File: src/sv/assert_macros.svh
// Assertion macros shared by the allocator RTL.
// Needs a clock named clk and an active-low reset named arst_n in scope.
`ifndef ASSERT_MACROS_SVH
`define ASSERT_MACROS_SVH

// Same-cycle implication, off during reset.
`define BFFA_ASSERT_NOW(lbl, ante, cons) \
	lbl: assert property (@(posedge clk) disable iff (!arst_n) (ante) |-> (cons)) \
		else $error("assertion failed");

// Next-cycle implication, off during reset.
`define BFFA_ASSERT_NEXT(lbl, ante, cons) \
	lbl: assert property (@(posedge clk) disable iff (!arst_n) (ante) |=> (cons)) \
		else $error("assertion failed");

`endif

File: src/sv/bffa_pkg.sv
// Package for the first-fit block allocator: widths, codes and the scan control struct.
// No dependencies.
package bffa_pkg;
	localparam int POOL_BLOCKS_DEF = 1024;
	localparam int BLOCK_BYTES_DEF = 16;
	localparam int CELL_W = 8;          // map bits held by one cell
	localparam int BND_W = 18;          // width of block indices and range bounds
	localparam int IDX_W = 10;
	localparam int BYTES_W = 15;
	localparam int NEED_W = 16;
	localparam int ONES_W = 4;
	localparam logic [BYTES_W-1:0] FIELD_MAX = 15'h7fff;

	localparam logic [1:0] ACT_ALLOC = 2'd0;
	localparam logic [1:0] ACT_FREE  = 2'd1;
	localparam logic [1:0] ACT_CLEAR = 2'd2;
	localparam logic [1:0] ACT_QUERY = 2'd3;

	localparam logic [1:0] OP_NONE = 2'd0;
	localparam logic [1:0] OP_SET  = 2'd1;
	localparam logic [1:0] OP_CLR  = 2'd2;
	localparam logic [1:0] OP_ZERO = 2'd3;

	typedef struct packed {
		logic             apply;   // 0: search pass, 1: update pass
		logic [1:0]       op;
		logic [BND_W-1:0] lo;
		logic [BND_W-1:0] hi;
	} scan_ctl_t;
endpackage

File: src/sv/bitmap_first_fit_block_allocator_top.sv
// Top level of the bitmap first-fit block allocator: cell ring, scanner, rounding, control.
// Depends on bffa_pkg, bffa_cell, bffa_scan and assert_macros.svh.
//
// A request is taken when start is high and busy is low; one result follows, shown for a
// single cycle with done high, and it cannot be held off. The use map lives in a ring of
// 8-bit cells that rotates one word per cycle during a pass, past a scanner, so every pass
// over the map walks all NW = ceil(POOL_BLOCKS/8) cells (128 at 1024 blocks). A request
// first rounds the byte size up to blocks in S_DIV, a multiply by a constant reciprocal
// that is exact over the whole byte range. An allocate of a nonzero size then makes a
// search pass and an update pass; a zero-size allocate, free, clear and query make the
// update pass only. The update pass also counts used blocks. S_FIN then forms the byte
// totals, and the result shows in the cycle after it. busy falls in the result cycle,
// so the next request can be taken at the edge that ends it. Reset empties the map at
// once; no clearing pass. Pad bits past the pool end (when POOL_BLOCKS is not a
// multiple of eight) are never handed out.
module bitmap_first_fit_block_allocator_top import bffa_pkg::*; #(
	parameter int POOL_BLOCKS = POOL_BLOCKS_DEF,
	parameter int BLOCK_BYTES = BLOCK_BYTES_DEF
) (
	input  logic               clk,
	input  logic               arst_n,
	input  logic               start,
	output logic               busy,
	input  logic [1:0]         action,
	input  logic [BYTES_W-1:0] request_bytes,
	input  logic [IDX_W-1:0]   start_block,
	output logic               done,
	output logic [IDX_W-1:0]   grant_block,
	output logic               ok,
	output logic [BYTES_W-1:0] allocated_bytes,
	output logic [BYTES_W-1:0] requested_total
);
	`include "assert_macros.svh"

	localparam int NW  = (POOL_BLOCKS + CELL_W - 1) / CELL_W;   // cells in the ring
	localparam int WCW = (NW > 1) ? $clog2(NW) : 1;
	localparam int CW  = $clog2(POOL_BLOCKS + 1);
	localparam int PW  = CW + $clog2(BLOCK_BYTES + 1);

	// round-up division by the block size: floor(n * M / 2^S), exact for n < 2^NEED_W
	localparam int     DIV_S = NEED_W + $clog2(BLOCK_BYTES);
	localparam longint DIV_M = ((longint'(1) << DIV_S) + longint'(BLOCK_BYTES) - 1) /
		longint'(BLOCK_BYTES);
	localparam int     MW    = NEED_W + 1;
	localparam int     PRW   = NEED_W + MW;

	localparam logic [2:0] S_IDLE  = 3'd0;
	localparam logic [2:0] S_DIV   = 3'd1;
	localparam logic [2:0] S_SRCH  = 3'd2;
	localparam logic [2:0] S_APPLY = 3'd3;
	localparam logic [2:0] S_FIN   = 3'd4;

	logic [2:0]         state_q;
	logic [1:0]         action_q;
	logic [BYTES_W-1:0] bytes_q;
	logic [IDX_W-1:0]   sblock_q;
	logic [BYTES_W-1:0] held_q;

	// blocks needed
	logic [NEED_W-1:0]  dq_q;
	logic [NEED_W-1:0]  need_sum;
	logic [PRW-1:0]     quot_prod;
	logic [NEED_W-1:0]  need_calc;

	// ring walk and search state
	logic [WCW-1:0]     wc_q;
	logic [BND_W-1:0]   run_q, first_q, start_q;
	logic               found_q;
	logic [CW-1:0]      count_q;

	logic               done_q, ok_q;
	logic [IDX_W-1:0]   index_q;
	logic [BYTES_W-1:0] alloc_q;

	logic [CELL_W-1:0]  cell_q [NW];
	logic [CELL_W-1:0]  head_new;
	logic               shift;
	scan_ctl_t          ctl;
	logic [BND_W-1:0]   base;
	logic [BND_W-1:0]   run_n, first_n, start_n;
	logic               found_n;
	logic [ONES_W-1:0]  ones;
	logic               last_word;
	logic               grant;
	logic [PW-1:0]      prod;
	logic [BYTES_W:0]   held_sum;

	assign shift     = (state_q == S_SRCH) || (state_q == S_APPLY);
	assign last_word = (wc_q == WCW'(NW - 1));
	assign base      = BND_W'(wc_q) << $clog2(CELL_W);
	assign grant     = found_q && (dq_q != '0);

	// ring: each cell takes its upper neighbour; the top cell takes the scanned head word
	for (genvar i = 0; i < NW; i++) begin : g_cell
		logic [CELL_W-1:0] d;
		if (i == NW - 1) begin : g_tail
			assign d = head_new;
		end else begin : g_mid
			assign d = cell_q[i+1];
		end
		bffa_cell u_cell (
			.clk   (clk),
			.arst_n(arst_n),
			.shift (shift),
			.d     (d),
			.q     (cell_q[i])
		);
	end

	always_comb begin
		ctl.apply = (state_q == S_APPLY);
		ctl.op    = OP_NONE;
		ctl.lo    = '0;
		case (action_q)
			ACT_ALLOC: begin
				ctl.op = found_q ? OP_SET : OP_NONE;
				ctl.lo = start_q;
			end
			ACT_FREE: begin
				ctl.op = OP_CLR;
				ctl.lo = BND_W'(sblock_q);
			end
			ACT_CLEAR: ctl.op = OP_ZERO;
			default:   ctl.op = OP_NONE;
		endcase
		ctl.hi = ctl.lo + BND_W'(dq_q);
	end

	bffa_scan #(.POOL_BLOCKS(POOL_BLOCKS)) u_scan (
		.ctl      (ctl),
		.base     (base),
		.word_in  (cell_q[0]),
		.need     (dq_q),
		.run_in   (run_q),
		.first_in (first_q),
		.found_in (found_q),
		.start_in (start_q),
		.word_out (head_new),
		.run_out  (run_n),
		.first_out(first_n),
		.found_out(found_n),
		.start_out(start_n),
		.ones     (ones)
	);

	// bytes rounded up to whole blocks
	assign need_sum  = NEED_W'(bytes_q) + NEED_W'(BLOCK_BYTES - 1);
	assign quot_prod = PRW'(need_sum) * PRW'(DIV_M);
	assign need_calc = NEED_W'(quot_prod >> DIV_S);

	assign prod     = PW'(count_q) * PW'(BLOCK_BYTES);
	assign held_sum = {1'b0, held_q} + {1'b0, bytes_q};

	always_ff @(posedge clk or negedge arst_n) begin
		if (!arst_n) begin
			state_q <= S_IDLE;
			held_q  <= '0;
			done_q  <= 1'b0;
			found_q <= 1'b0;
			wc_q    <= '0;
		end else begin
			done_q <= 1'b0;
			case (state_q)
				S_IDLE: begin
					if (start) begin
						action_q <= action;
						bytes_q  <= request_bytes;
						sblock_q <= start_block;
						found_q  <= 1'b0;
						run_q    <= '0;
						first_q  <= '0;
						start_q  <= '0;
						state_q  <= S_DIV;
					end
				end
				S_DIV: begin
					dq_q    <= need_calc;
					wc_q    <= '0;
					count_q <= '0;
					if (action_q == ACT_ALLOC && need_calc != '0) begin
						state_q <= S_SRCH;
					end else begin
						state_q <= S_APPLY;
					end
				end
				S_SRCH: begin
					run_q   <= run_n;
					first_q <= first_n;
					found_q <= found_n;
					start_q <= start_n;
					wc_q    <= last_word ? '0 : wc_q + 1'b1;
					if (last_word) state_q <= S_APPLY;
				end
				S_APPLY: begin
					count_q <= count_q + CW'(ones);
					wc_q    <= last_word ? '0 : wc_q + 1'b1;
					if (last_word) state_q <= S_FIN;
				end
				S_FIN: begin
					alloc_q <= (prod > PW'(FIELD_MAX)) ? FIELD_MAX : BYTES_W'(prod);
					index_q <= '0;
					ok_q    <= 1'b1;
					if (action_q == ACT_ALLOC) begin
						if (grant) begin
							index_q <= IDX_W'(start_q);
							held_q  <= held_sum[BYTES_W] ? FIELD_MAX : held_sum[BYTES_W-1:0];
						end else if (dq_q != '0) begin
							ok_q <= 1'b0;
						end
					end else if (action_q == ACT_FREE) begin
						held_q <= (held_q > bytes_q) ? held_q - bytes_q : '0;
					end
					done_q  <= 1'b1;
					state_q <= S_IDLE;
				end
				default: state_q <= S_IDLE;
			endcase
		end
	end

	assign busy            = (state_q != S_IDLE);
	assign done            = done_q;
	assign grant_block     = index_q;
	assign ok              = ok_q;
	assign allocated_bytes = alloc_q;
	assign requested_total = held_q;

	// a result only ever appears once the block has gone idle
	`BFFA_ASSERT_NOW(a_done_idle, done_q, !busy)
	// a failed allocate reports block zero
	`BFFA_ASSERT_NOW(a_fail_zero, done_q && !ok_q, index_q == '0)
	// an accepted request makes the block busy
	`BFFA_ASSERT_NEXT(a_start_busy, start && !busy, busy)
	// the ring walk is word-aligned whenever a pass begins or the block idles
	`BFFA_ASSERT_NOW(a_ring_align, state_q == S_IDLE || state_q == S_DIV, wc_q == '0)
endmodule

File: src/sv/bffa_cell.sv
// One cell of the use-map ring: a word of map bits handed on each shift.
// Depends on bffa_pkg.
module bffa_cell import bffa_pkg::*; (
	input  logic              clk,
	input  logic              arst_n,
	input  logic              shift,
	input  logic [CELL_W-1:0] d,
	output logic [CELL_W-1:0] q
);
	logic [CELL_W-1:0] word_q;

	always_ff @(posedge clk or negedge arst_n) begin
		if (!arst_n) begin
			word_q <= '0;
		end else if (shift) begin
			word_q <= d;
		end
	end

	assign q = word_q;
endmodule

File: src/sv/bffa_scan.sv
// Head-of-ring word processor: first-fit run search and range set/clear/zero with bit count.
// Depends on bffa_pkg.
module bffa_scan import bffa_pkg::*; #(
	parameter int POOL_BLOCKS = POOL_BLOCKS_DEF
) (
	input  scan_ctl_t         ctl,
	input  logic [BND_W-1:0]  base,
	input  logic [CELL_W-1:0] word_in,
	input  logic [NEED_W-1:0] need,
	input  logic [BND_W-1:0]  run_in,
	input  logic [BND_W-1:0]  first_in,
	input  logic              found_in,
	input  logic [BND_W-1:0]  start_in,
	output logic [CELL_W-1:0] word_out,
	output logic [BND_W-1:0]  run_out,
	output logic [BND_W-1:0]  first_out,
	output logic              found_out,
	output logic [BND_W-1:0]  start_out,
	output logic [ONES_W-1:0] ones
);
	always_comb begin
		logic [BND_W-1:0] g;
		logic used;
		logic inr;
		run_out   = run_in;
		first_out = first_in;
		found_out = found_in;
		start_out = start_in;
		word_out  = word_in;
		ones      = '0;
		for (int b = 0; b < CELL_W; b++) begin
			g    = base + BND_W'(b);
			used = word_in[b] || (g >= BND_W'(POOL_BLOCKS));
			inr  = (g >= ctl.lo) && (g < ctl.hi);
			if (!ctl.apply) begin
				if (!found_out) begin
					if (used) begin
						run_out = '0;
					end else begin
						if (run_out == '0) first_out = g;
						run_out = run_out + 1'b1;
						if (run_out >= BND_W'(need)) begin
							found_out = 1'b1;
							start_out = first_out;
						end
					end
				end
			end else begin
				case (ctl.op)
					OP_SET:  word_out[b] = word_in[b] | inr;
					OP_CLR:  word_out[b] = word_in[b] & ~inr;
					OP_ZERO: word_out[b] = 1'b0;
					default: word_out[b] = word_in[b];
				endcase
			end
			ones = ones + ONES_W'(word_out[b]);
		end
	end
endmodule
File: config.mk
export PLATFORM = sky130hd
export DESIGN_NAME = bitmap_first_fit_block_allocator_top
export DESIGN_NICKNAME = d
export VERILOG_FILES = /design/src/sv/bffa_pkg.sv /design/src/sv/bitmap_first_fit_block_allocator_top.sv /design/src/sv/bffa_cell.sv /design/src/sv/bffa_scan.sv
export VERILOG_INCLUDE_DIRS = /design/src /design/src/sv
export SDC_FILE = /design/constraint.sdc
export NUM_CORES = 2
export LEC_CHECK = 0
export ABC_AREA = 1
export BUFFER_PORTS_ARGS = -buffer_cell sky130_fd_sc_hd__buf_4
export CELL_PAD_IN_SITES_DETAIL_PLACEMENT = 1
export CELL_PAD_IN_SITES_GLOBAL_PLACEMENT = 1
export CORE_MARGIN = 1.5
export CORE_UTILIZATION = 40
export CTS_BUF_LIST = sky130_fd_sc_hd__clkbuf_16
export CTS_CLUSTER_SIZE = 10
export DETAILED_ROUTE_END_ITERATION = 6
export PLACE_DENSITY_LB_ADDON = 0.1
export SYNTH_ARGS = -nofsm -noshare
export SYNTH_HDL_FRONTEND = slang
export SYNTH_HIERARCHICAL = 1
export SYNTH_SLANG_ARGS = --single-unit
File: constraint.sdc
create_clock -name clk -period 12.9 [get_ports clk]
set_input_delay 1.935 -clock clk [delete_from_list [all_inputs] [get_ports clk]]
set_output_delay 1.935 -clock clk [all_outputs]
set_load 0.05 [all_outputs]
# Word level (Yosys, flattened, before mapping)
# Index checks and enable logic that the tools add are counted.
# W data, S select, Z words.
# op_classes
add_sub_neg	28
n_eq_ne	14
muxes	173
bitwise_logic	25
order_cmp	34
n_reduce_logical	47
# op_table
operator	n
$mux W18	101
$add A18 B1 Y18 const B	8
$ge A18 B12 Y1	8
$logic_not A18 Y1	8
$pmux W18 S2	4
$ge A18 B11 Y1 const B	7
$ge A18 B18 Y1	7
$lt A18 B18 Y1	7
$mux W15	5
$mux W1	45
$add A10 B3 Y11 const B	4
$reduce_bool A16 Y1	2
$add A4 B1 Y4	6
$pmux W1 S3	8
$add A10 B2 Y11 const B	2
$pmux W11 S2	1
$add A18 B12 Y18	1
$ge A10 B18 Y1	1
$lt A10 B18 Y1	1
$add A15 B15 Y16	1
$add A15 B4 Y16 const B	1
$gt A15 B15 Y1	1
$gt A15 B15 Y1 const B	1
$sub A15 B15 Y15	1
31 further kinds	90
# word_totals
wordCells	466
in_bits	30
reg_bits	1181
output_inout_bits	43

# Logic depth before layout (Yosys ltp)
# logic_depth
word_depth	48
mapped_depth	99
depth_no_buf	95

# Hierarchy
# Netlist, hierarchy kept.
# modules_own_cells
module	cells_per_inst	n_inst	seq_area_each_um2	area_per_inst_um2
bffa_cell	34	128	200.2	305.3
bffa_scan	3989	1	0.0	23114.7
bitmap_first_fit_block_allocator_top	1105	1	4459.3	9131.3

# Least setup slack after synthesis
# No wires, ideal clock.
# synth_path
path_type	reg2reg
start	reg state_q[1]
end	reg first_q[0], enable pin
setup_ns	0.484
n_path_buf	1
stages_incl_launch_ff	6
period_less_slack_ns	12.099
setup_slack_ns	0.801
t_required_ns	12.416
arrival_time_ns	11.615
cell_sequence	dfrtp_1 inv_1 nor2_1 nand2_1 buf_2 a21oi_1
# synth_between
elab_chain_len	3
word_cells_on_any_way	5
cone_classes	eq/ne: 2; reduce/logical: 3
# synth_lines
element	line_no	text
start: declaration	bitmap_first_fit_block_allocator_top.sv:53	logic [2:0] state_q;
start signal: assignment	bitmap_first_fit_block_allocator_top.sv:156	state_q <= S_IDLE;
start signal: assignment	bitmap_first_fit_block_allocator_top.sv:173	state_q <= S_DIV;
start signal: assignment	bitmap_first_fit_block_allocator_top.sv:181	state_q <= S_SRCH;
$eq A3 B2 Y1 or $logic_not A3 Y1 (tied branches)	bitmap_first_fit_block_allocator_top.sv:163	case (state_q)
$reduce_bool A2 Y1 (no line) or $ne A2 B2 Y1 (tied branches)	-	
$reduce_and A3 Y1 (no line) *	-	
end signal: assignment	bitmap_first_fit_block_allocator_top.sv:188	first_q <= first_n;
end: declaration	bitmap_first_fit_block_allocator_top.sv:67	logic [BND_W-1:0] run_q, first_q, start_q;
# Every way passes the cells marked *; elsewhere a longest branch is shown, timed or not.
# A chain may end at the register's enable or synchronous reset.

==> impl_metrics.csv <==
group,metric,value,unit
logic_synthesis,seq_area_frac_synth,0.422,
clocking,cts_buffers,143,
timing,rsz0062_at_grt,"true",
layout,nets,10300,
worst_hold_path,hp-class,"register to register",
routing,via_count,63400,
power,ir_worst_vdd,0.000128,V
clocking,clkTransAtPathRegs,60,ps
clocking,root_buffer,"clkbuf_16",
grt,overflow,0,
die,dieArea,181000,um^2
timing,setup_viol,0,
die,num_rows,154,
clocking,cts.sinks,1177,
grt,grt.total_usage,0.261,
power,p_leak,0.0451,uW
critical_path,path_buf_inv,14,
logic_synthesis,synth.largest_area_cell,"dfrtp_1",
critical_path,path_class,"register to register",
logic_synthesis,synth_edf_count,126,
placement,hpwl,174000,um
logic_synthesis,syn-instance-count,9446,
routing,wl,238000,um
timing,fin_crit,12440,ps
outcome,outcome,"completed",
logic_synthesis,syn_area_per_cell,7.55,um^2
logic_synthesis,ys_ff_latch,1177,
placement,portBuffers,68,
clocking,clockBufferDepth,3,
clocking,clkLatencyLatePin,810,ps
power,power_density,95.7,nW/um^2
logic_synthesis,syn_area,71300,um^2
routing,ant_nets,0,
critical_path,crit_fanout,9,
placement,place_area,74800,um^2
critical_path,worstSetupEndpointType,"register",
critical_path,r2r_cells,91,
timing,finClkSkew,52.1,ps
critical_path,r2r_slack,460,ps
timing,slew_headroom,0.168,
timing,period_share,0.964,
timing,hold_slack,461,ps
timing,tightest_slew,1250,ps
die,die_x,425,um
routing,drtIter0Drc,3982,
logic_synthesis,synth_common_cells,"nand2_1, dfrtp_1, inv_1",
critical_path,startpoint,"state_q[0]$_DFFE_PN0P_",
routing,drc_errors,0,
critical_path,critPathSlowestCell,"dfrtp_1",
logic_synthesis,yosys_warnings,6,
layout,fin_area,81100,um^2
critical_path,required,13400,ps
critical_path,crit_family,"simple AND/OR/NAND/NOR gates",
placement,gp_congestion,0.931,
logic_synthesis,ys.flop_type,"dfrtp_1",
logic_synthesis,async_reset_ff_frac,0.893,
grt,grt_pass1_vias,65800,
critical_path,cp-endpoint,"start_q[5]$_SDFFCE_PN0P_",
timing,slew_viol_final,0,
timing,finalHoldViolations,0,
worst_hold_path,holdPathStages,2,
grt,grt_pass1_wl,374000,um
layout,area_growth,13.8,%
critical_path,regToRegEndpoint,"start_q[5]$_SDFFCE_PN0P_",
logic_synthesis,yosysUniqueCellTypes,78,
critical_path,cpPeakStageDelay,400,ps
critical_path,start_kind,"register",
layout,drive_gt1_frac,0.124,
die,die_h,425,um
logic_synthesis,synth_top_area_share,0.369,
die,io_pins,73,
job,maxCapViolations,0,
logic_synthesis,synth_most_common_cell,"nand2_1",
grt,grt_max_degree,181,
critical_path,arrival,12940,ps
grt,antenna_found_initial,4,
critical_path,crit-reg2reg-launch,"state_q[0]$_DFFE_PN0P_",
routing,wl_per_cell,19.5,um
die,initial_core_util,0.404,
timing,fmax,0.0804,GHz
routing,drt_pass1_iterations,5,
die,core_area,177000,um^2
routing,viasPerCell,5.19,
critical_path,worst-path-stages,91,
clocking,cts_tree,"done",
clocking,h-tree-depth,4,
logic_synthesis,synth.area.top_cells,"dfrtp_1, nand2_1, ha_1",
==> layer usage <==
| layer | vias up | GRT usage | share of wire |
|---|---|---|---|
| met3 | 396 | 0.0345 | 0.044 |
| met4 | 2 | 0.0853 | 0.031 |
| li1 | 30500 | - | - |
| met5 | - | 0 | 0.000055 |
| met1 | 31400 | 0.356 | 0.46 |
| met2 | 1203 | 0.427 | 0.46 |
==> power breakdown <==
part	total, uW	switching [uW]	leakage [uW]	internal [uW]
logic	342	248	0.0273	94.1
clock network	3650	1610	0.00208	2040
registers	3780	12.6	0.0157	3760
total	7770	1870	0.0451	5900
==> kinds of logic after synthesis <==
family | Yosys count | synth area share
fa+ha+maj | 481 | 0.0852
buf+inv | 1116 | 0.0761
mux | 26 | 0.00365
xor+xnor | 138 | 0.0171
compound gates | 768 | 0.0633
simple gates | 5739 | 0.333
other cells | 1 | 0.0000526
flops | 1177 | 0.422
==> flip-flops by register name, summed over array words and instances, names as in the netlist <==
register         count
action_q             2
allocated_bytes     11
bytes_q             15
count_q             11
done                 1
dq_q                12
first_q             18
found_q              1
g_cell.u_cell/q   1024
grant_block         10
ok                   1
requested_total     15
run_q               18
sblock_q            10
start_q             18
state_q              3
wc_q                 7
==> through the flow <==
stage	std cells	setup TNS [ps]	worst slack (ps)	power (uW)	util
global route	12200	-2630	-162	8080	0.459
CTS	12100	0	9.02	7860	0.449
detailed placement	11900	-26190	-1200	4140	0.424
finish	12200	0	464	7770	0.459
floorplan	9529	0	801	4000	-
global placement	11900	-21100	-1130	4130	0.424
==> worst reg2reg max path: cells and delay by family (launching register included) <==
family,cells,cell delay [ps]
adders and majority gates,6,1240
xor gates and xnor gates,1,190
and+or+nand+nor,52,5640
AOI/OAI and AO/OA,18,3140
buffers and inverters,14,1530
DFF,1,400
==> timing repair <==
item                                    in CTS  in global routing
endpoints found under the setup margin      47                 54
gates resized for setup                     58                209
pin swaps                                   18                 73
cloned                                       2                  7
setup buffers                               17                 83
hold buffers                                 0                  0
==> cell type report <==
class / count / area (um^2)
Timing Repair Buffer: 409 / 3400
Fill cell: 21900 / 95500
Inverter: 864 / 3260
Tap cell: 2340 / 2930
Clock inverter: 56 / 523
Multi-Input combinational cell: 7241 / 37300
Sequential cell: 1177 / 30100
Clock buffer: 144 / 3600
Antenna cell: 3 / 7.51
==> placed cells by master (no fill, tap or decap), types with 39 or more instances in the layout <==
cell / netlist / routed
nand2_2: 111 / 142
nor2_4: 21 / 48
dfrtp_1: 1051 / 1050
xor2_1: 128 / 121
inv_2: 176 / 181
nand4_1: 117 / 117
nand2_1: 4481 / 4426
nand3_1: 334 / 325
nand3_2: 34 / 39
nand2_4: 23 / 45
nor2_2: 46 / 43
ha_1: 473 / 455
nor2_1: 430 / 407
inv_1: 674 / 687
a21oi_1: 221 / 215
buf_4: 23 / 373
clkbuf_16: 0 / 147
edfxtp_1: 126 / 126
conb_1: 1 / 84
o21ai_0: 296 / 291
==> how the worst min path moves through the flow <==
stage | start | to | slack (ps)
finish | g_cell[71].u_cell/q[1]$_DFFE_PN0P_ | g_cell[70].u_cell/q[1]$_DFFE_PN0P_ | 460
global route | g_cell[74].u_cell/q[4]$_DFFE_PN0P_ | g_cell[73].u_cell/q[4]$_DFFE_PN0P_ | 480
CTS | g_cell[71].u_cell/q[1]$_DFFE_PN0P_ | g_cell[70].u_cell/q[1]$_DFFE_PN0P_ | 460
detailed placement | g_cell[81].u_cell/q[6]$_DFFE_PN0P_ | g_cell[81].u_cell/q[6]$_DFFE_PN0P_ | 460
floorplan | count_q[0]$_SDFFCE_PN0P_ | allocated_bytes[4]$_DFFE_PP_ | 430
global placement | g_cell[43].u_cell/q[6]$_DFFE_PN0P_ | g_cell[43].u_cell/q[6]$_DFFE_PN0P_ | 450
Note: power is estimated with default switching activity, not from simulation.
